===== src/sv/ps2mt_pkg.sv =====
// Package for the PS/2 mouse packet tracker: codes, byte values, reset values.
// Depends on nothing.
`timescale 1ns / 1ps

package ps2mt_pkg;

  localparam int COORD_BITS_DEF = 12;

  // Command codes of the input word
  localparam logic [1:0] CMD_BYTE  = 2'd0;
  localparam logic [1:0] CMD_INIT  = 2'd1;
  localparam logic [1:0] CMD_CLAMP = 2'd2;

  // Link modes
  localparam logic [1:0] MODE_RESET  = 2'd0;
  localparam logic [1:0] MODE_ENABLE = 2'd1;
  localparam logic [1:0] MODE_STREAM = 2'd2;

  // Configuration register indexes
  localparam logic [1:0] REG_MAX_X  = 2'd0;
  localparam logic [1:0] REG_MAX_Y  = 2'd1;
  localparam logic [1:0] REG_HOME_X = 2'd2;
  localparam logic [1:0] REG_HOME_Y = 2'd3;

  // Protocol bytes
  localparam logic [7:0] BYTE_ACK    = 8'hFA;
  localparam logic [7:0] BYTE_BAT_OK = 8'hAA;
  localparam logic [7:0] BYTE_ENABLE = 8'hF4;
  localparam logic [7:0] BYTE_RESET  = 8'hFF;

  // First packet byte fields
  localparam int SYNC_BIT = 3;
  localparam int XSIGN_BIT = 4;
  localparam int YSIGN_BIT = 5;

  // Register reset values
  localparam int MAX_X_RST  = 319;
  localparam int MAX_Y_RST  = 239;
  localparam int HOME_X_RST = 160;
  localparam int HOME_Y_RST = 120;

  typedef logic [2:0][7:0] window_t;  // [0] oldest byte

  typedef struct packed {
    logic       send_valid;
    logic [7:0] send_byte;
    logic       packet_done;
  } flags_t;

endpackage


===== src/sv/ps2mt_if.sv =====
// Valid/ready channel interfaces for the PS/2 mouse tracker.
// Depends on nothing.
`timescale 1ns / 1ps

interface ps2mt_in_if;
  logic       valid;
  logic       ready;
  logic [1:0] cmd;
  logic [7:0] rx_byte;

  modport source (output valid, cmd, rx_byte, input ready);
  modport sink   (input valid, cmd, rx_byte, output ready);
endinterface

interface ps2mt_out_if #(
  parameter int COORD_BITS = 12
);
  logic                  valid;
  logic                  ready;
  logic                  send_valid;
  logic [7:0]            send_byte;
  logic                  packet_done;
  logic signed [8:0]     delta_x;
  logic signed [8:0]     delta_y;
  logic [2:0]            button_bits;
  logic [COORD_BITS-1:0] pos_x;
  logic [COORD_BITS-1:0] pos_y;
  logic [1:0]            link_mode;

  modport source (output valid, send_valid, send_byte, packet_done, delta_x, delta_y,
                  button_bits, pos_x, pos_y, link_mode, input ready);
  modport sink   (input valid, send_valid, send_byte, packet_done, delta_x, delta_y,
                  button_bits, pos_x, pos_y, link_mode, output ready);
endinterface


===== src/sv/ps2_mouse_packet_tracker.sv =====
// PS/2 mouse packet tracker top level: input register, state, result register.
// Depends on ps2mt_pkg, ps2mt_in_if, ps2mt_out_if and ps2mt_decode.
// Usage: in_ch carries one word per handshake: cmd (received byte, initialize,
//   re-clamp) and rx_byte. out_ch returns exactly one result word for each
//   input word: the byte to send to the mouse (FF reset or F4 enable), a
//   packet-done flag, the last deltas and buttons, the clamped cursor and
//   the link mode after that word. The cfg port writes max_x, max_y, home_x,
//   home_y by index; write only while no word is in flight.
// Timing: an accepted word lands in the input register, and its result is
//   registered in the result register once that slot is free. One word per
//   cycle is sustained while out_ch.ready stays high: the decode is a single
//   short pass (byte compares, COORD_BITS+2 bit adds and compares).
// Stall: when out_ch.ready is low the result register holds; a word behind
//   it holds in the input register, and in_ch.ready drops only when both
//   registers are full.
// Reset: rst (synchronous) empties both registers, sets the link to the
//   awaiting-reset mode, clears the window and deltas, loads the cursor
//   with 160/120 and the bound registers with their reset values.
`timescale 1ns / 1ps

module ps2_mouse_packet_tracker
  import ps2mt_pkg::*;
#(
  parameter int COORD_BITS = COORD_BITS_DEF
) (
  input  logic                  clk,
  input  logic                  rst,
  ps2mt_in_if.sink              in_ch,
  ps2mt_out_if.source           out_ch,
  input  logic                  cfg_we,
  input  logic [1:0]            cfg_index,
  input  logic [COORD_BITS-1:0] cfg_data
);

  // Input register
  logic       in_full;
  logic [1:0] in_cmd;
  logic [7:0] in_rx;

  // Bound registers
  logic [COORD_BITS-1:0] max_x, max_y, home_x, home_y;

  // Tracker state
  logic [1:0]            mode, mode_next;
  window_t               window, window_next;
  logic [COORD_BITS-1:0] cursor_x, cursor_x_next;
  logic [COORD_BITS-1:0] cursor_y, cursor_y_next;
  logic signed [8:0]     last_dx, last_dx_next;
  logic signed [8:0]     last_dy, last_dy_next;
  logic [2:0]            last_buttons, last_buttons_next;
  flags_t                flags;

  // Result register
  logic out_full;
  logic advance;

  // Move the held word into the result register when that slot frees up
  assign advance     = in_full && (!out_full || out_ch.ready);
  assign in_ch.ready = !in_full || advance;
  assign out_ch.valid = out_full;

  always_ff @(posedge clk) begin
    if (rst) begin
      in_full <= 1'b0;
    end else if (in_ch.ready) begin
      in_full <= in_ch.valid;
    end
  end

  always_ff @(posedge clk) begin
    if (in_ch.valid && in_ch.ready) begin
      in_cmd <= in_ch.cmd;
      in_rx  <= in_ch.rx_byte;
    end
  end

  // Configuration writes
  always_ff @(posedge clk) begin
    if (rst) begin
      max_x  <= COORD_BITS'(MAX_X_RST);
      max_y  <= COORD_BITS'(MAX_Y_RST);
      home_x <= COORD_BITS'(HOME_X_RST);
      home_y <= COORD_BITS'(HOME_Y_RST);
    end else if (cfg_we) begin
      case (cfg_index)
        REG_MAX_X:  max_x  <= cfg_data;
        REG_MAX_Y:  max_y  <= cfg_data;
        REG_HOME_X: home_x <= cfg_data;
        REG_HOME_Y: home_y <= cfg_data;
        default: ;
      endcase
    end
  end

  ps2mt_decode #(
    .COORD_BITS(COORD_BITS)
  ) u_decode (
    .cmd               (in_cmd),
    .rx_byte           (in_rx),
    .mode              (mode),
    .window            (window),
    .cursor_x          (cursor_x),
    .cursor_y          (cursor_y),
    .last_dx           (last_dx),
    .last_dy           (last_dy),
    .last_buttons      (last_buttons),
    .max_x             (max_x),
    .max_y             (max_y),
    .home_x            (home_x),
    .home_y            (home_y),
    .mode_next         (mode_next),
    .window_next       (window_next),
    .cursor_x_next     (cursor_x_next),
    .cursor_y_next     (cursor_y_next),
    .last_dx_next      (last_dx_next),
    .last_dy_next      (last_dy_next),
    .last_buttons_next (last_buttons_next),
    .flags             (flags)
  );

  // Commit the state change together with the result
  always_ff @(posedge clk) begin
    if (rst) begin
      mode         <= MODE_RESET;
      window       <= '0;
      cursor_x     <= COORD_BITS'(HOME_X_RST);
      cursor_y     <= COORD_BITS'(HOME_Y_RST);
      last_dx      <= '0;
      last_dy      <= '0;
      last_buttons <= '0;
    end else if (advance) begin
      mode         <= mode_next;
      window       <= window_next;
      cursor_x     <= cursor_x_next;
      cursor_y     <= cursor_y_next;
      last_dx      <= last_dx_next;
      last_dy      <= last_dy_next;
      last_buttons <= last_buttons_next;
    end
  end

  always_ff @(posedge clk) begin
    if (rst) begin
      out_full <= 1'b0;
    end else if (advance) begin
      out_full <= 1'b1;
    end else if (out_ch.ready) begin
      out_full <= 1'b0;
    end
  end

  // Result payload; holds while the receiver stalls
  always_ff @(posedge clk) begin
    if (advance) begin
      out_ch.send_valid  <= flags.send_valid;
      out_ch.send_byte   <= flags.send_byte;
      out_ch.packet_done <= flags.packet_done;
      out_ch.delta_x     <= last_dx_next;
      out_ch.delta_y     <= last_dy_next;
      out_ch.button_bits <= last_buttons_next;
      out_ch.pos_x       <= cursor_x_next;
      out_ch.pos_y       <= cursor_y_next;
      out_ch.link_mode   <= mode_next;
    end
  end

endmodule


===== src/sv/ps2mt_decode.sv =====
// Next-state and result logic for one word of the PS/2 mouse tracker.
// Depends on ps2mt_pkg.
`timescale 1ns / 1ps

module ps2mt_decode
  import ps2mt_pkg::*;
#(
  parameter int COORD_BITS = COORD_BITS_DEF
) (
  input  logic [1:0]            cmd,
  input  logic [7:0]            rx_byte,
  input  logic [1:0]            mode,
  input  window_t               window,
  input  logic [COORD_BITS-1:0] cursor_x,
  input  logic [COORD_BITS-1:0] cursor_y,
  input  logic signed [8:0]     last_dx,
  input  logic signed [8:0]     last_dy,
  input  logic [2:0]            last_buttons,
  input  logic [COORD_BITS-1:0] max_x,
  input  logic [COORD_BITS-1:0] max_y,
  input  logic [COORD_BITS-1:0] home_x,
  input  logic [COORD_BITS-1:0] home_y,
  output logic [1:0]            mode_next,
  output window_t               window_next,
  output logic [COORD_BITS-1:0] cursor_x_next,
  output logic [COORD_BITS-1:0] cursor_y_next,
  output logic signed [8:0]     last_dx_next,
  output logic signed [8:0]     last_dy_next,
  output logic [2:0]            last_buttons_next,
  output flags_t                flags
);

  localparam int SW = COORD_BITS + 2;  // room for cursor plus or minus 256

  logic [7:0]        b1, b2, b3;
  logic              bat_seen;
  logic signed [8:0] dx, dy;
  logic [SW-1:0]     sum_x, sum_y;

  // Clamp a signed sum to 0..hi
  function automatic logic [COORD_BITS-1:0] clamp_sum(input logic [SW-1:0] v,
                                                      input logic [COORD_BITS-1:0] hi);
    logic [COORD_BITS-1:0] r;
    if (v[SW-1]) begin
      r = '0;
    end else if (v > {2'b00, hi}) begin
      r = hi;
    end else begin
      r = v[COORD_BITS-1:0];
    end
    return r;
  endfunction

  assign b1 = window[1];
  assign b2 = window[2];
  assign b3 = rx_byte;
  assign bat_seen = (b2 == BYTE_BAT_OK) && (b3 == 8'h00);
  assign dx = {b1[XSIGN_BIT], b2};
  assign dy = {b1[YSIGN_BIT], b3};
  assign sum_x = {2'b00, cursor_x} + {{(SW-9){dx[8]}}, dx};
  assign sum_y = {2'b00, cursor_y} - {{(SW-9){dy[8]}}, dy};

  always_comb begin
    mode_next         = mode;
    window_next       = window;
    cursor_x_next     = cursor_x;
    cursor_y_next     = cursor_y;
    last_dx_next      = last_dx;
    last_dy_next      = last_dy;
    last_buttons_next = last_buttons;
    flags             = '0;
    case (cmd)
      CMD_BYTE: begin
        window_next = {b3, b2, b1};
        case (mode)
          MODE_RESET: begin
            if ((b1 == BYTE_ACK) && bat_seen) begin
              mode_next        = MODE_ENABLE;
              flags.send_valid = 1'b1;
              flags.send_byte  = BYTE_ENABLE;
              window_next      = '0;
            end else if (bat_seen) begin
              flags.send_valid = 1'b1;
              flags.send_byte  = BYTE_RESET;
              window_next      = '0;
            end
          end
          MODE_ENABLE: begin
            if (b3 == BYTE_ACK) begin
              mode_next = MODE_STREAM;
            end else begin
              mode_next        = MODE_RESET;
              flags.send_valid = 1'b1;
              flags.send_byte  = BYTE_RESET;
            end
            window_next = '0;
          end
          MODE_STREAM: begin
            if (bat_seen) begin
              mode_next        = MODE_ENABLE;
              flags.send_valid = 1'b1;
              flags.send_byte  = BYTE_ENABLE;
              window_next      = '0;
            end else if (b1[SYNC_BIT]) begin
              last_dx_next      = dx;
              last_dy_next      = dy;
              last_buttons_next = b1[2:0];
              cursor_x_next     = clamp_sum(sum_x, max_x);
              cursor_y_next     = clamp_sum(sum_y, max_y);
              flags.packet_done = 1'b1;
              window_next       = '0;
            end
          end
          default: begin
            mode_next        = MODE_RESET;
            flags.send_valid = 1'b1;
            flags.send_byte  = BYTE_RESET;
            window_next      = '0;
          end
        endcase
      end
      CMD_INIT: begin
        mode_next        = MODE_RESET;
        cursor_x_next    = home_x;
        cursor_y_next    = home_y;
        flags.send_valid = 1'b1;
        flags.send_byte  = BYTE_RESET;
      end
      CMD_CLAMP: begin
        cursor_x_next = (cursor_x > max_x) ? max_x : cursor_x;
        cursor_y_next = (cursor_y > max_y) ? max_y : cursor_y;
      end
      default: begin
        // unused command: report status, change nothing
      end
    endcase
  end

endmodule


===== src/flat_wrapper.sv =====
// flat-port wrapper written by rule: the top's interface ports become plain ports
module ps2_mouse_packet_tracker_flat import ps2mt_pkg::*;
#(
  parameter int COORD_BITS = COORD_BITS_DEF
)
  (clk, rst, cfg_we, cfg_index, cfg_data, in_ch_valid, in_ch_cmd, in_ch_rx_byte, in_ch_ready, out_ch_valid, out_ch_send_valid, out_ch_send_byte, out_ch_packet_done, out_ch_delta_x, out_ch_delta_y, out_ch_button_bits, out_ch_pos_x, out_ch_pos_y, out_ch_link_mode, out_ch_ready);
  ps2mt_in_if in_ch_i ();
  ps2mt_out_if #(.COORD_BITS(COORD_BITS)) out_ch_i ();
  input  logic clk;
  input  logic rst;
  input  logic cfg_we;
  input  logic [1:0] cfg_index;
  input  logic [COORD_BITS-1:0] cfg_data;
  input wire logic [$bits(in_ch_i.valid)-1:0] in_ch_valid;
  input wire logic [$bits(in_ch_i.cmd)-1:0] in_ch_cmd;
  input wire logic [$bits(in_ch_i.rx_byte)-1:0] in_ch_rx_byte;
  output wire logic [$bits(in_ch_i.ready)-1:0] in_ch_ready;
  output wire logic [$bits(out_ch_i.valid)-1:0] out_ch_valid;
  output wire logic [$bits(out_ch_i.send_valid)-1:0] out_ch_send_valid;
  output wire logic [$bits(out_ch_i.send_byte)-1:0] out_ch_send_byte;
  output wire logic [$bits(out_ch_i.packet_done)-1:0] out_ch_packet_done;
  output wire logic [$bits(out_ch_i.delta_x)-1:0] out_ch_delta_x;
  output wire logic [$bits(out_ch_i.delta_y)-1:0] out_ch_delta_y;
  output wire logic [$bits(out_ch_i.button_bits)-1:0] out_ch_button_bits;
  output wire logic [$bits(out_ch_i.pos_x)-1:0] out_ch_pos_x;
  output wire logic [$bits(out_ch_i.pos_y)-1:0] out_ch_pos_y;
  output wire logic [$bits(out_ch_i.link_mode)-1:0] out_ch_link_mode;
  input wire logic [$bits(out_ch_i.ready)-1:0] out_ch_ready;
  assign in_ch_i.valid = in_ch_valid;
  assign in_ch_i.cmd = in_ch_cmd;
  assign in_ch_i.rx_byte = in_ch_rx_byte;
  assign in_ch_ready = in_ch_i.ready;
  assign out_ch_valid = out_ch_i.valid;
  assign out_ch_send_valid = out_ch_i.send_valid;
  assign out_ch_send_byte = out_ch_i.send_byte;
  assign out_ch_packet_done = out_ch_i.packet_done;
  assign out_ch_delta_x = out_ch_i.delta_x;
  assign out_ch_delta_y = out_ch_i.delta_y;
  assign out_ch_button_bits = out_ch_i.button_bits;
  assign out_ch_pos_x = out_ch_i.pos_x;
  assign out_ch_pos_y = out_ch_i.pos_y;
  assign out_ch_link_mode = out_ch_i.link_mode;
  assign out_ch_i.ready = out_ch_ready;
  ps2_mouse_packet_tracker #(.COORD_BITS(COORD_BITS)) u_core (.clk(clk), .rst(rst), .in_ch(in_ch_i), .out_ch(out_ch_i), .cfg_we(cfg_we), .cfg_index(cfg_index), .cfg_data(cfg_data));
endmodule

===== config.mk =====
export PLATFORM = sky130hd
export DESIGN_NAME = ps2_mouse_packet_tracker_flat
export DESIGN_NICKNAME = d
export VERILOG_FILES = /design/src/sv/ps2mt_pkg.sv /design/src/sv/ps2mt_if.sv /design/src/sv/ps2_mouse_packet_tracker.sv /design/src/sv/ps2mt_decode.sv /design/src/flat_wrapper.sv
export SDC_FILE = /design/constraint.sdc
export NUM_CORES = 1
export LEC_CHECK = 0
export BUFFER_PORTS_ARGS = -buffer_cell sky130_fd_sc_hd__buf_2
export CAP_MARGIN = 20
export CORE_ASPECT_RATIO = 1.2
export CORE_UTILIZATION = 35
export DETAILED_ROUTE_END_ITERATION = 7
export GPL_TIMING_DRIVEN = 0
export REMOVE_ABC_BUFFERS = 1
export SLEW_MARGIN = 20
export SYNTH_ARGS = -nofsm -noshare
export SYNTH_HDL_FRONTEND = slang
export SYNTH_SLANG_ARGS = --single-unit

===== constraint.sdc =====
create_clock -name clk -period 6.1 [get_ports clk]
set_input_delay 1.22 -clock clk [delete_from_list [all_inputs] [get_ports clk]]
set_output_delay 1.22 -clock clk [all_outputs]
set_load 0.03 [all_outputs]

Word level (Yosys, flattened, before mapping). Index checks and enable logic that the tools add are counted. Widths: inputs -> output; s select.

Register bits: 180. Output and inout bits: 59. Logic and storage cells: 107. Input bits: 29.

Reductions and logical operators: 19. Order comparisons: 4. Muxes and demuxes: 45. Bitwise logic cells: 2. Eq/ne operators: 10. $add $sub $neg: 2.

Operators with widths (count): $mux 12 (12); $mux 9 (12); $mux 24 (4); $pmux 12 s3 (2); $pmux 24 s2 (1); $gt 14x12->1 (2); $pmux 9 s3 (1); $eq 8x8->1 const B (3); $gt 12x12->1 (2); $pmux 9 s2 (1); $add 13x9->14 (1); $sub 13x9->14 (1); $mux 3 (4); $reduce_and 2->1 (5); $eq 2x2->1 const B (4); $logic_not 8->1 (1); $eq 2x1->1 const B (3); $logic_not 2->1 (3); $mux 2 (3); $pmux 2 s3 (1); $logic_and 1x1->1 (4); $pmux 2 s2 (1); $mux 1 (3); $reduce_or 3->1 (1); other kinds (4) (7).

Longest topological paths before layout. Gate-level depths: netlist of the first run.

Depth in word-level cells: 8. Mapped depth: 20. Depth with buffers taken out: 19.

Modules after synthesis. A second synthesis of the first run with hierarchy kept.

Cell total of the unflattened synthesis: 1199. Area total of the unflattened synthesis: 11339.6 µm².

Modules (own cells, without submodules): ps2_mouse_packet_tracker (sequential area each 4434.3 µm², cells an instance 576, area an instance 7018.0 µm², times used 1); ps2mt_decode (sequential area each 0.0 µm², cells an instance 623, area an instance 4321.6 µm², times used 1).

Worst setup path after synthesis of the first run. Ideal clock, no wire load.

Path type: register to register. From: reg u_core.cursor_y[0]. To: reg u_core.cursor_y[7]. Data required time: 5.879 ns. Arrival time: 4.028 ns. Setup slack: 1.851 ns. Setup time: 0.221 ns. Period minus slack after synthesis: 4.249 ns. Path buffers: 1. Stages on the path, launching flop included: 19. Cell sequence: dfxtp_1 > inv_1 > ha_1 > inv_1 > fa_1 > a211oi_1 > o21bai_1 > a21oi_1 > o21bai_1 > a21oi_1 > xnor2_1 > ha_1 > nand4_1 > o311a_1 > o22ai_2 > buf_2 > mux2_1 > a211oi_1 > o32ai_1.

Word-level cells in the longest chain between the ends: 8. Elaborated cells on any way between the ends: 10. Classes of those cells: add/sub: 1; order compare: 2; mux: 7.

Ends and longest elaborated chain: start: declaration (line ps2_mouse_packet_tracker.sv:47) `logic [COORD_BITS-1:0] cursor_y, cursor_y_next;`; start signal: assignment (line ps2_mouse_packet_tracker.sv:127) `cursor_y <= COORD_BITS'(HOME_Y_RST);`; start signal: assignment (line ps2_mouse_packet_tracker.sv:135) `cursor_y <= cursor_y_next;`; $sub 13x9->14 (line ps2mt_decode.sv:61) `assign sum_y = {2'b00, cursor_y} - {{(SW-9){dy[8]}}, dy};`; $gt 14x12->1 (line ps2mt_decode.sv:46) `end else if (v > {2'b00, hi}) begin`; $mux 12 (line ps2mt_decode.sv:46); $mux 12 (line ps2mt_decode.sv:44) `if (v[SW-1]) begin`; $mux 12 (line ps2mt_decode.sv:104) `end else if (b1[SYNC_BIT]) begin`; $mux 12 (line ps2mt_decode.sv:99) `if (bat_seen) begin`; $mux 12 (line ps2mt_decode.sv:75) `case (mode)`; $pmux 12 s3 (*) (line ps2mt_decode.sv:72) `case (cmd)`.

Every way passes the cells marked *; elsewhere a longest branch is shown, timed or not. A chain may end at the register's enable or synchronous reset.

Final worst setup path of the first run.
From: reg u_core.in_rx[0]. To: reg u_core.out_ch.pos_y[10] (netlist bit) (data pin).

Word-level cells in the longest chain between the ends: 8. Elaborated cells on any way between the ends: 10. Classes of those cells: add/sub: 1; order compare: 1; mux: 6; reduce/logical: 2.

Ends and longest elaborated chain: start: declaration (line ps2_mouse_packet_tracker.sv:38) `logic [7:0] in_rx;`; start signal: assignment (line ps2_mouse_packet_tracker.sv:73) `in_rx <= in_ch.rx_byte;`; $sub 13x9->14 (line ps2mt_decode.sv:61); $gt 14x12->1 (line ps2mt_decode.sv:46); $mux 12 (line ps2mt_decode.sv:46); $mux 12 (line ps2mt_decode.sv:44); $mux 12 (line ps2mt_decode.sv:104); $mux 12 (*) (line ps2mt_decode.sv:99); $mux 12 (*) (line ps2mt_decode.sv:75); $pmux 12 s3 (*) (line ps2mt_decode.sv:72); via u_core.cursor_y_next[10] (line ps2_mouse_packet_tracker.sv:47); end signal: assignment (line ps2_mouse_packet_tracker.sv:162) `out_ch.pos_y <= cursor_y_next;`; end: declaration (line ps2mt_if.sv:31) `button_bits, pos_x, pos_y, link_mode, input ready);`.

The timed path passes the listed nets; every way through them passes the cells marked *.

==> results of run 1 <==
## cell usage in the layout (no fill, tap or decap), types with 7 or more instances in the layout
cell type and instances:
xnor2_1 15, o22ai_1 8, nor2_1 151, mux2_1 7
a21o_1 18, o21a_1 14, nor3_1 37, nand2b_1 11
edfxtp_1 60, mux2_2 32, a22oi_1 18, nand2_1 128
nand4_1 12, ha_1 74, a31oi_1 13, clkbuf_16 17
a221oi_1 7, inv_1 56, a211oi_1 21, o21ai_0 45
nor4_1 8, a2111oi_0 7, dfxtp_1 113, nor2b_1 10
mux2i_1 19, nand3_1 12, a21oi_1 119, buf_2 88
o211ai_1 24
## layer usage
metal | part of all wire (%) | vias to the layer above | wire length, um | track usage, %
li1 | - | 4549 | - | -
met1 | 42 | 4382 | 13300 | 24.6
met2 | 50 | 245 | 15700 | 36.7
met3 | 4.2 | 58 | 1310 | 2.85
met4 | 3.5 | 0 | 1080 | 9.45
met5 | 0 | - | 0 | 0
## worst max-delay path by stage
stage / endpoint / start
after global placement: u_core.window[11]$_SDFFE_PP0P_ / out_ch_ready
final: u_core.out_ch.pos_y[10]$_DFFE_PP_ / u_core.in_rx[0]$_DFFE_PP_
after detailed placement: u_core.out_ch.pos_y[9]$_DFFE_PP_ / u_core.in_rx[0]$_DFFE_PP_
after global routing: u_core.out_ch.pos_y[9]$_DFFE_PP_ / u_core.in_rx[0]$_DFFE_PP_
after floorplan: u_core.window[10]$_SDFFE_PP0P_ / out_ch_ready
after CTS: u_core.out_ch.pos_y[9]$_DFFE_PP_ / u_core.in_rx[0]$_DFFE_PP_
## tightest hold or removal path, stage by stage (launching register included)
cell	delay (ns)
dfxtp_1	0.31
nand2_1	0.05
a21oi_1	0.05
## through the flow
step	worst slack (ns)	util [%]	instance area, um2
floorplan	-0.0370	-	10200
global placement	-3.00	37.7	11200
detailed placement	0.888	38.5	11400
CTS	0.820	40.4	12000
global route	0.530	40.4	12000
finish	0.876	40.4	12000
## synth_stat cells, drive strengths merged, types with 4 or more instances
| cell type | instances |
|---|---|
| nand2b | 12 |
| o32ai | 4 |
| and2 | 7 |
| a211oi | 22 |
| ha | 74 |
| a31oi | 14 |
| xor2 | 5 |
| nor2 | 152 |
| o22ai | 9 |
| nand4 | 12 |
| nor4 | 8 |
| or3 | 6 |
| inv | 58 |
| a221oi | 7 |
| mux2i | 19 |
| a21oi | 120 |
| a22oi | 18 |
| dfxtp | 113 |
| o221ai | 5 |
| o31a | 5 |
| o211ai | 24 |
| a21o | 18 |
| xnor2 | 15 |
| and4 | 5 |
| o21ai | 48 |
| or4b | 5 |
| o31ai | 6 |
| nand2 | 128 |
| o21a | 14 |
| a2111oi | 12 |
| nor3 | 38 |
| nand3 | 12 |
| edfxtp | 60 |
| buf | 15 |
| o21bai | 6 |
| nor2b | 11 |
| mux2 | 39 |
| clkbuf | 54 |
## cell type report
cell class                      count  area share (%)
Tap cell                          390            4.08
Sequential cell                   173            34.0
Clock inverter                     13            1.09
Multi-Input combinational cell    913            50.1
Inverter                           58            1.86
Clock buffer                       18            3.59
Timing Repair Buffer              102            5.34
## registers in the layout (all words and copies together) (netlist names), 3 cells and up
name and count:
u_core.window 16, u_core.cursor_x 12, u_core.cursor_y 12, u_core.home_x 12, u_core.home_y 12, u_core.max_x 12, u_core.max_y 12, u_core.out_ch.pos_x 12
u_core.out_ch.pos_y 12, u_core.last_dx 9, u_core.last_dy 9, u_core.out_ch.delta_x 9, u_core.out_ch.delta_y 9, u_core.in_rx 8, u_core.last_buttons 3, u_core.out_ch.button_bits 3
## cells by family after synthesis
logic type,count (synthesis),share of synthesized area (%)
adder cells (fa/ha/maj),76,9.18
multiplexers,58,5.98
XOR/XNOR,20,1.66
AND/OR/NAND/NOR,409,17.6
flip-flops,173,38.6
buffers and inverters,127,4.87
AO/OA/AOI/OAI,350,22.1
## power by group
group	internal, mW	switching (mW)
clock network	0.569	0.509
registers	1.25	0.0461
logic	0.198	0.340
==> summary.md, run 1 <==
| Metric | Value |
|---|---|
| FP Rows | `69` |
| Ports | `88` |
| Critical Path Stages | `16` |
| Initial antenna violation count | `0` |
| Antenna Cells | `0` |
| Initial DRC count | `between 600 and 700` |
| Critical Path Start Type | `flip-flop` |
| Synth area leaders | `dfxtp_1 21%, edfxtp_1 17%, ha_1 8.8%` |
| Total power | `2.91 mW` |
| CTS root buf | `clkbuf_16` |
| IO buf count | `87` |
| Die H | `~190 um` |
| Post CTS Setup Buffer Count | `0` |
| Layout cell share with drive strength beyond 1 | `14.5%` |
| Post-synth EDFFs | `60` |
| Vias in the first global route | `8875` |
| Top delay family on crit path | `compound AO/OA/AOI/OAI gates` |
| RD Place Congestion | `0.881` |
| CP peak stage delay | `0.73 ns` |
| CP endpoint kind | `flip-flop` |
| CTS tree | `done` |
| Crit-path slowest cell | `o22ai_2` |
| Status | `finished clean` |
| Fillers | `2943` |
| CTS max path bufs | `2` |
| DRC violations left | `0` |
| Starting Density | `35.5%` |
| Grt total ovfl | `0` |
| Total track usage | `20.7%` |
| WL/cell | `approximately 19 um` |
| Via count | `just over 9000` |
| Die X | `160 um` |
| Syn avg cell area | `8.68 um2` |
| Fin cells | `between 1500 and 2000` |
| Post-synth top area share | `21.5%` |
| Leading area contributor after synthesis | `dfxtp_1` |
| RR Endpoint | `u_core.out_ch.pos_y[10]$_DFFE_PP_` |
| Maxcap violations | `0` |
| Final hold vios | `0` |
| Crit path cell chain | `ha_1 -> inv_1 -> fa_1 -> a211oi_1 -> o21bai_1 -> a21oi_1 -> o21bai_1 -> a21oi_1 -> xnor2_1 -> ha_1 -> nand4_1 -> o311a_1 -> o22ai_2 -> mux2_2 -> a211oi_1 -> nor2_1` |
| Final Skew | `between 0.01 and 0.015 ns` |
| Final #Nets | `1370` |
| Cells after DPL | `1636` |
| HP Class | `reg2reg` |
| VDD IR max | `around 0.00018 V` |
| Sequential area share after synthesis | `between 30% and 40%` |
| Pin count of the biggest net entering global routing | `65` |
| Cell count after synthesis | `1213` |
| Final setup vio count | `0` |
| HPWL Detailed | `22.7 mm` |
| Hold_buf cts | `0` |
| Tightest Pin Transition | `between 1 and 1.5 ns` |
| CTS clk-pin slew, worst paths | `around 0.070 ns` |
| Main flop type after synthesis | `dfxtp_1` |
| Fraction of registers with async set/reset | `0%` |
| Fmax | `191 MHz` |
| First-pass GRT wire length | `49.0 mm` |
| Worst skew pair latency | `around 0.45 ns` |
| Reg area | `about 4100 um2` |
| TritonCTS Sinks | `roughly 170` |
| Synthesized flop and latch total | `173` |
| Area delta synth->final | `13.7%` |
| Synth cell types | `74` |
| Post-CTS Resized | `0` |
| Num CTS Buffers | `17` |
| Reg2Reg Depth | `16` |
| WP data required | `6.29 ns` |
| Max FO, Critical Path | `15` |
| Unrepaired setup endpoints after global routing | `no` |
| ANT nets after route | `0` |
| Slew Viols, Final | `0` |
| Worst Hold End | `u_core.home_y[11]$_SDFFE_PP0P_` |
| WL final | `31.4 mm` |
| H-tree depth | `4` |
| Hold Crit Start | `u_core.home_y[11]$_SDFFE_PP0P_` |
| Tmin final | `5.22 ns` |
| WS Path Type | `reg2reg` |
| Slew HR | `21.7%` |
| Buffers and inverters on the worst path | `1` |
| R2r setup slk | `0.88 ns` |
| Core Footprint | `29600 um2` |
| Worst r2r src | `u_core.in_rx[0]$_DFFE_PP_` |
| Yosys warns | `0` |
| CP arrival | `5.41 ns` |
| TritonRoute pass-1 iters | `5` |
| Hold Path Stages | `2` |
| Die ar. | `30800 um2` |
| Final period util | `85.6%` |
| Setup TNS | `0 ns` |
| Final hold slack | `~0.46 ns` |
| Pleak | `4.72 nW` |
| Footprint of the multi-input gates | `6000 um2` |
| Via/cell ratio | `~5.5` |
| Pwr/cell area | `243 nW/um2` |
| Cell area after synthesis | `10500 um2` |
No activity file was read; power rests on OpenSTA's default activity.
==> run 2, diff against run 1 <==
CTS_CLUSTER_DIAMETER = 150   (was not set)
RECOVER_POWER = 50   (was not set)
==> summary.md, run 2 (synthesis gave the netlist of run 1 again) <==
| Metric | Value |
|---|---|
| Setup crit start | `u_core.in_rx[0]$_DFFE_PP_` |
| Max reg flops | `16` |
| Reg2Reg Depth | `16` |
| Fillers | `2964` |
| CP arrival | `5.41 ns` |
| CP peak stage delay | `0.73 ns` |
| Final hold vios | `0` |
| Crit path cell chain | `ha_1 -> inv_1 -> fa_1 -> a211oi_1 -> o21bai_1 -> a21oi_1 -> o21bai_1 -> a21oi_1 -> xnor2_1 -> ha_1 -> nand4_1 -> o311a_1 -> o22ai_2 -> mux2_2 -> a211oi_1 -> nor2_1` |
| Worst Hold End | `u_core.home_x[11]$_SDFFE_PP0P_` |
| VDD IR max | `0.000179 V` |
| Final Skew | `0.0130 ns` |
| Num CTS Buffers | `17` |
| Core Footprint | `29600 um2` |
| Failing checks | `max-capacitance violations, max-slew violations` |
| Die X | `roughly 160 um` |
| IO buf count | `87` |
| Top delay family on crit path | `compound AO/OA/AOI/OAI gates` |
| Post-CTS Resized | `0` |
| Vias in the first global route | `8875` |
| HP Class | `reg2reg` |
| Total track usage | `20.7%` |
| CTS root buf | `clkbuf_16` |
| Pwr/cell area | `245 nW/um2` |
| M1 GR Usage | `about a quarter` |
| Hold_buf cts | `0` |
| Hold Path Stages | `2` |
| Clock power share | `a little under two fifths` |
| Initial antenna violation count | `0` |
| WL/cell | `about 19 um` |
| Flop pwr share | `44.7%` |
| CTS clk-pin slew, worst paths | `~0.07 ns` |
| RD Place Congestion | `0.881` |
| Status | `finished, violations left` |
| CTS tree | `done` |
| Maxcap violations | `1` |
| Met3 GRT Util | `around 2.9%` |
| First-pass GRT wire length | `49.0 mm` |
| Layout cell share with drive strength beyond 1 | `9.40%` |
| Pleak | `4.54 nW` |
| TritonCTS Sinks | `173` |
| Grt met2 use | `36.7%` |
| ANT nets after route | `0` |
| Unrepaired setup endpoints after global routing | `no` |
| WS Path Type | `reg2reg` |
| Largest Register | `u_core.window` |
| Pin count of the biggest net entering global routing | `65` |
| Grt total ovfl | `0` |
| Worst skew pair latency | `0.45 ns` |
| Final worst slack | `just under 0.9 ns` |
| Int Power | `2.01 mW` |
| HPWL Detailed | `22.7 mm` |
| Starting Density | `35.5%` |
| Via/cell ratio | `5.56` |
| Most common cell after layout, fill and taps aside | `nor2_1` |
| FP Rows | `a little under 70` |
| RR Endpoint | `u_core.out_ch.pos_y[10]$_DFFE_PP_` |
| Tmin final | `5.22 ns` |
| Final #Nets | `1370` |
| Setup Slack @ Placement | `0.888 ns` |
| Via count | `9273` |
| TritonRoute pass-1 iters | `5` |
| Sw power | `894 uW` |
| Worst r2r src | `u_core.in_rx[0]$_DFFE_PP_` |
| CP endpoint kind | `flip-flop` |
| Post CTS Setup Buffer Count | `0` |
| Critical Path Start Type | `flip-flop` |
| Buffers and inverters on the worst path | `1` |
| Die H | `192 um` |
| Sw frac | `30.8%` |
| Antenna Cells | `0` |
| H-tree depth | `4` |
| Fmax | `192 MHz` |
| Slew HR | `-54.6%` |
| Hold Crit Start | `u_core.home_x[11]$_SDFFE_PP0P_` |
| Final setup vio count | `0` |
| Slew Viols, Final | `50` |
| Crit-path slowest cell | `o22ai_2` |
| WL final | `roughly 31 mm` |
| WP data required | `about 6.3 ns` |
| Tightest Pin Transition | `2.32 ns` |
| Ports | `88` |
| DRC violations left | `0` |
| Most frequent cells in the layout | `151 x nor2_1, 128 x nand2_1, 119 x a21oi_1` |
| CTS max path bufs | `2` |
| Setup TNS | `0 ns` |
| Initial DRC count | `670` |
| R2r setup slk | `0.88 ns` |
| Gate power share | `18.3%` |
| Final period util | `85.6%` |
| GRT busiest layer | `met2` |
| Max FO, Critical Path | `15` |
| Die ar. | `30800 um2` |
| Area delta synth->final | `12.8%` |
## run 2: cell types whose count changed in the layout (fill, tap and decap cells not counted)
cell	delta
and2_1	-1
and2_0	+1
inv_2	-1
nor3b_2	-1
nand2b_4	-1
buf_4	-3
nand2b_1	+1
inv_1	+1
buf_2	-59
clkbuf_1	+62
nor3b_1	+1
## run 2: how the worst max path moves through the flow
| stage | endpoint | slack [ns] | cells past startpoint |
|---|---|---|---|
| finish | u_core.out_ch.pos_y[10]$_DFFE_PP_ | 0.88 | 16 |
| global route | u_core.out_ch.pos_y[9]$_DFFE_PP_ | 0.53 | 16 |
| CTS | u_core.out_ch.pos_y[9]$_DFFE_PP_ | 0.82 | 16 |
| detailed placement | u_core.out_ch.pos_y[9]$_DFFE_PP_ | 0.89 | 16 |
| global placement | u_core.window[11]$_SDFFE_PP0P_ | -3.00 | 8 |
| floorplan | u_core.window[10]$_SDFFE_PP0P_ | -0.04 | 7 |
## run 2: layout make-up
| class | instances | area [um2] | share of cell area [%] |
|---|---|---|---|
| tap | 390 | 488 | 4.11 |
| timing repair buffer | 102 | 554 | 4.67 |
| clock inverter | 13 | 130 | 1.10 |
| sequential | 173 | 4060 | 34.2 |
| clock buffer | 18 | 429 | 3.61 |
| inverter | 58 | 223 | 1.88 |
| multi-input combinational | 913 | 5980 | 50.4 |
## run 2: power by group through the flow
stage | combinational, mW | sequential [mW] | clock (mW)
after CTS | 0.536 | 1.30 | 1.10
after global placement | 0.504 | 1.33 | 0
after detailed placement | 0.534 | 1.32 | 0
final | 0.531 | 1.30 | 1.08
after floorplan | 0.323 | 1.35 | 0
after global routing | 0.587 | 1.30 | 1.14
## run 2: worst min-delay path, cell delays in order, from the launching register on
cell     delay [ns]
dfxtp_1        0.31
nand2_1        0.05
a21oi_1        0.05
## run 2: routing by layer
metal | share of wire, % | up-vias
li1 | - | 4548
met1 | 43 | 4409
met2 | 50 | 260
met3 | 3.7 | 56
met4 | 3.2 | 0
met5 | 0 | -
## run 2: per-stage QoR
stage	hold WS, ns	std cells	utilization, %	area, um2	power, mW
2_1_floorplan	0.430	1144	-	10200	1.68
3_3_place_gp	0.445	1621	37.7	11200	1.83
3_5_place_dp	0.449	1636	38.5	11400	1.86
4_1_cts	0.458	1667	40.4	12000	2.93
5_1_grt	0.469	1667	40.1	11900	3.03
6_report	0.460	1667	40.1	11900	2.91
==> run 3, diff against run 2 <==
CORE_UTILIZATION = 40   (was 35)
==> summary.md, run 3 (synthesis gave the netlist of run 1 again) <==
| Metric | Value |
|---|---|
| Status | `finished, violations left` |
| Failing checks | `max-capacitance violations, max-slew violations` |
| Sw frac | `30.9%` |
| Slew Viols, Final | `50` |
| Die H | `around 180 um` |
| Highest Signal Layer | `met4` |
| Flop pwr share | `45.4%` |
| Total track usage | `23.6%` |
| Cells after DPL | `1576` |
| Vias in the first global route | `8850` |
| Final #Nets | `1370` |
| Fillers | `around 2500` |
| CP arrival | `between 5 and 6 ns` |
| FP Rows | `64` |
| Grt total ovfl | `0` |
| Int Power | `1.97 mW` |
| Max FO, Critical Path | `15` |
| Post CTS Setup Buffer Count | `0` |
| Via count | `9311` |
| Die X | `150 um` |
| Via/cell ratio | `between 5 and 6` |
| Num CTS Buffers | `17` |
| CP endpoint kind | `flip-flop` |
| Area delta synth->final | `11.9%` |
| H-tree depth | `4` |
| Tmin final | `5.26 ns` |
| Hold_buf cts | `0` |
| WL final | `approximately 31 mm` |
| Most common cell after layout, fill and taps aside | `nor2_1` |
| DRC violations left | `0` |
| ANT nets after route | `0` |
| CTS clk-pin slew, worst paths | `0.07 ns` |
| Post-CTS Resized | `0` |
| Met2 Wirelength | `15.6 mm` |
| Setup TNS | `0 ns` |
| Cell Area, Placed | `11300 um2` |
| Final period util | `approximately 86%` |
| Gate power share | `18.6%` |
| Final Skew | `0.00753 ns` |
| WL/cell | `between 15 and 20 um` |
| Met1 WL | `13.5 mm` |
| CTS root buf | `clkbuf_16` |
| Tightest Pin Transition | `2.33 ns` |
| Layout cell share with drive strength beyond 1 | `9.31%` |
| Pleak | `approximately 4.5 nW` |
| Final setup vio count | `0` |
| Core Footprint | `25700 um2` |
| WP data required | `between 6 and 7 ns` |
| Ports | `88` |
| WS Path Type | `reg2reg` |
| Maxcap violations | `1` |
| HP Class | `reg2reg` |
| VDD IR max | `0.000188 V` |
| Final hold vios | `0` |
| CTS tree | `done` |
| TritonCTS Sinks | `between 150 and 200` |
| Fmax | `between 150 and 200 MHz` |
| Pin count of the biggest net entering global routing | `74` |
| IO buf count | `87` |
| Most frequent cells in the layout | `151 x nor2_1, 128 x nand2_1, 119 x a21oi_1` |
| Starting Density | `between 40 and 50%` |
| Critical Path Start Type | `flip-flop` |
| Initial antenna violation count | `0` |
| First-pass GRT wire length | `approximately 50 mm` |
| Design Area, Final | `11800 um2` |
| HPWL Detailed | `22.0 mm` |
| Worst skew pair latency | `0.44 ns` |
| TritonRoute pass-1 iters | `5` |
| Clock power share | `around 36%` |
| Max reg flops | `16` |
| Fin cells | `1608` |
| CTS max path bufs | `2` |
| Sw power | `882 uW` |
| Initial DRC count | `approximately 760` |
| Die ar. | `27000 um2` |
| Antenna Cells | `0` |
| Pwr/cell area | `243 nW/um2` |
| Unrepaired setup endpoints after global routing | `no` |
| Largest Register | `u_core.window` |
| Final hold slack | `0.461 ns` |
| RD Place Congestion | `slightly below 0.9` |
| Met3 routed WL | `~1.1 mm` |
| Slew HR | `-55.3%` |
[run 3: cell types whose count changed in the layout (fill, tap and decap cells not counted)]
cell | previous run | this run
buf_4 | 3 | 4
buf_8 | 4 | 3
bufinv_16 | 1 | 0
clkbuf_1 | 63 | 64
clkinv_1 | 0 | 1
clkinv_4 | 2 | 3
clkinvlp_4 | 3 | 2
inv_6 | 6 | 5
inv_8 | 1 | 2
[run 3: worst max-delay path: stages (launching register included)]
cell	delay [ns]
edfxtp_1	0.54
ha_1	0.27
inv_1	0.07
fa_1	0.48
a211oi_1	0.34
o21bai_1	0.17
a21oi_1	0.30
o21bai_1	0.11
a21oi_1	0.18
xnor2_1	0.12
ha_1	0.30
nand4_1	0.14
o311a_1	0.39
o22ai_2	0.73
mux2_2	0.41
a211oi_1	0.37
nor2_1	0.08
[run 3: worst paths after layout]
check / start / to / slack, ns / cells after the start
worst min register to register: u_core.home_x[9]$_SDFFE_PP0P_ / u_core.home_x[9]$_SDFFE_PP0P_ / 0.46 / 2
worst max-delay path: u_core.in_rx[0]$_DFFE_PP_ / u_core.out_ch.pos_y[10]$_DFFE_PP_ / 0.84 / 16
worst min-delay path: u_core.home_x[9]$_SDFFE_PP0P_ / u_core.home_x[9]$_SDFFE_PP0P_ / 0.46 / 2
worst max register to register: u_core.in_rx[0]$_DFFE_PP_ / u_core.out_ch.pos_y[10]$_DFFE_PP_ / 0.84 / 16
[run 3: power groups by stage]
stage	combinational, mW	clock [mW]	sequential [mW]
4_1_cts	0.536	1.05	1.30
3_5_place_dp	0.534	0	1.32
2_1_floorplan	0.323	0	1.35
5_1_grt	0.589	1.09	1.30
3_3_place_gp	0.506	0	1.33
6_report	0.532	1.03	1.30
[run 3: stage by stage]
| stage | worst slack, ns | power [mW] | utilization (%) |
|---|---|---|---|
| after floorplan | -0.0370 | 1.68 | - |
| after global placement | -2.98 | 1.84 | 43.1 |
| after detailed placement | 0.839 | 1.86 | 44.1 |
| after CTS | 0.803 | 2.88 | 46.2 |
| after global routing | 0.463 | 2.98 | 45.8 |
| final | 0.836 | 2.86 | 45.8 |
[run 3: cell type report]
class,count,area (um2),share of cell area [%]
clock buffer,19,433,3.68
clock inverter,13,108,0.914
inverter,58,223,1.89
multi-input combinational,913,5980,50.8
sequential,173,4060,34.5
tap,330,413,3.51
timing repair buffer,102,547,4.64
[run 3: per-layer routing]
metal	vias to the layer above	global-route usage (%)
met2	239	41.1
met1	4469	29.6
met5	-	0
met3	58	2.64
li1	4545	-
met4	0	8.53
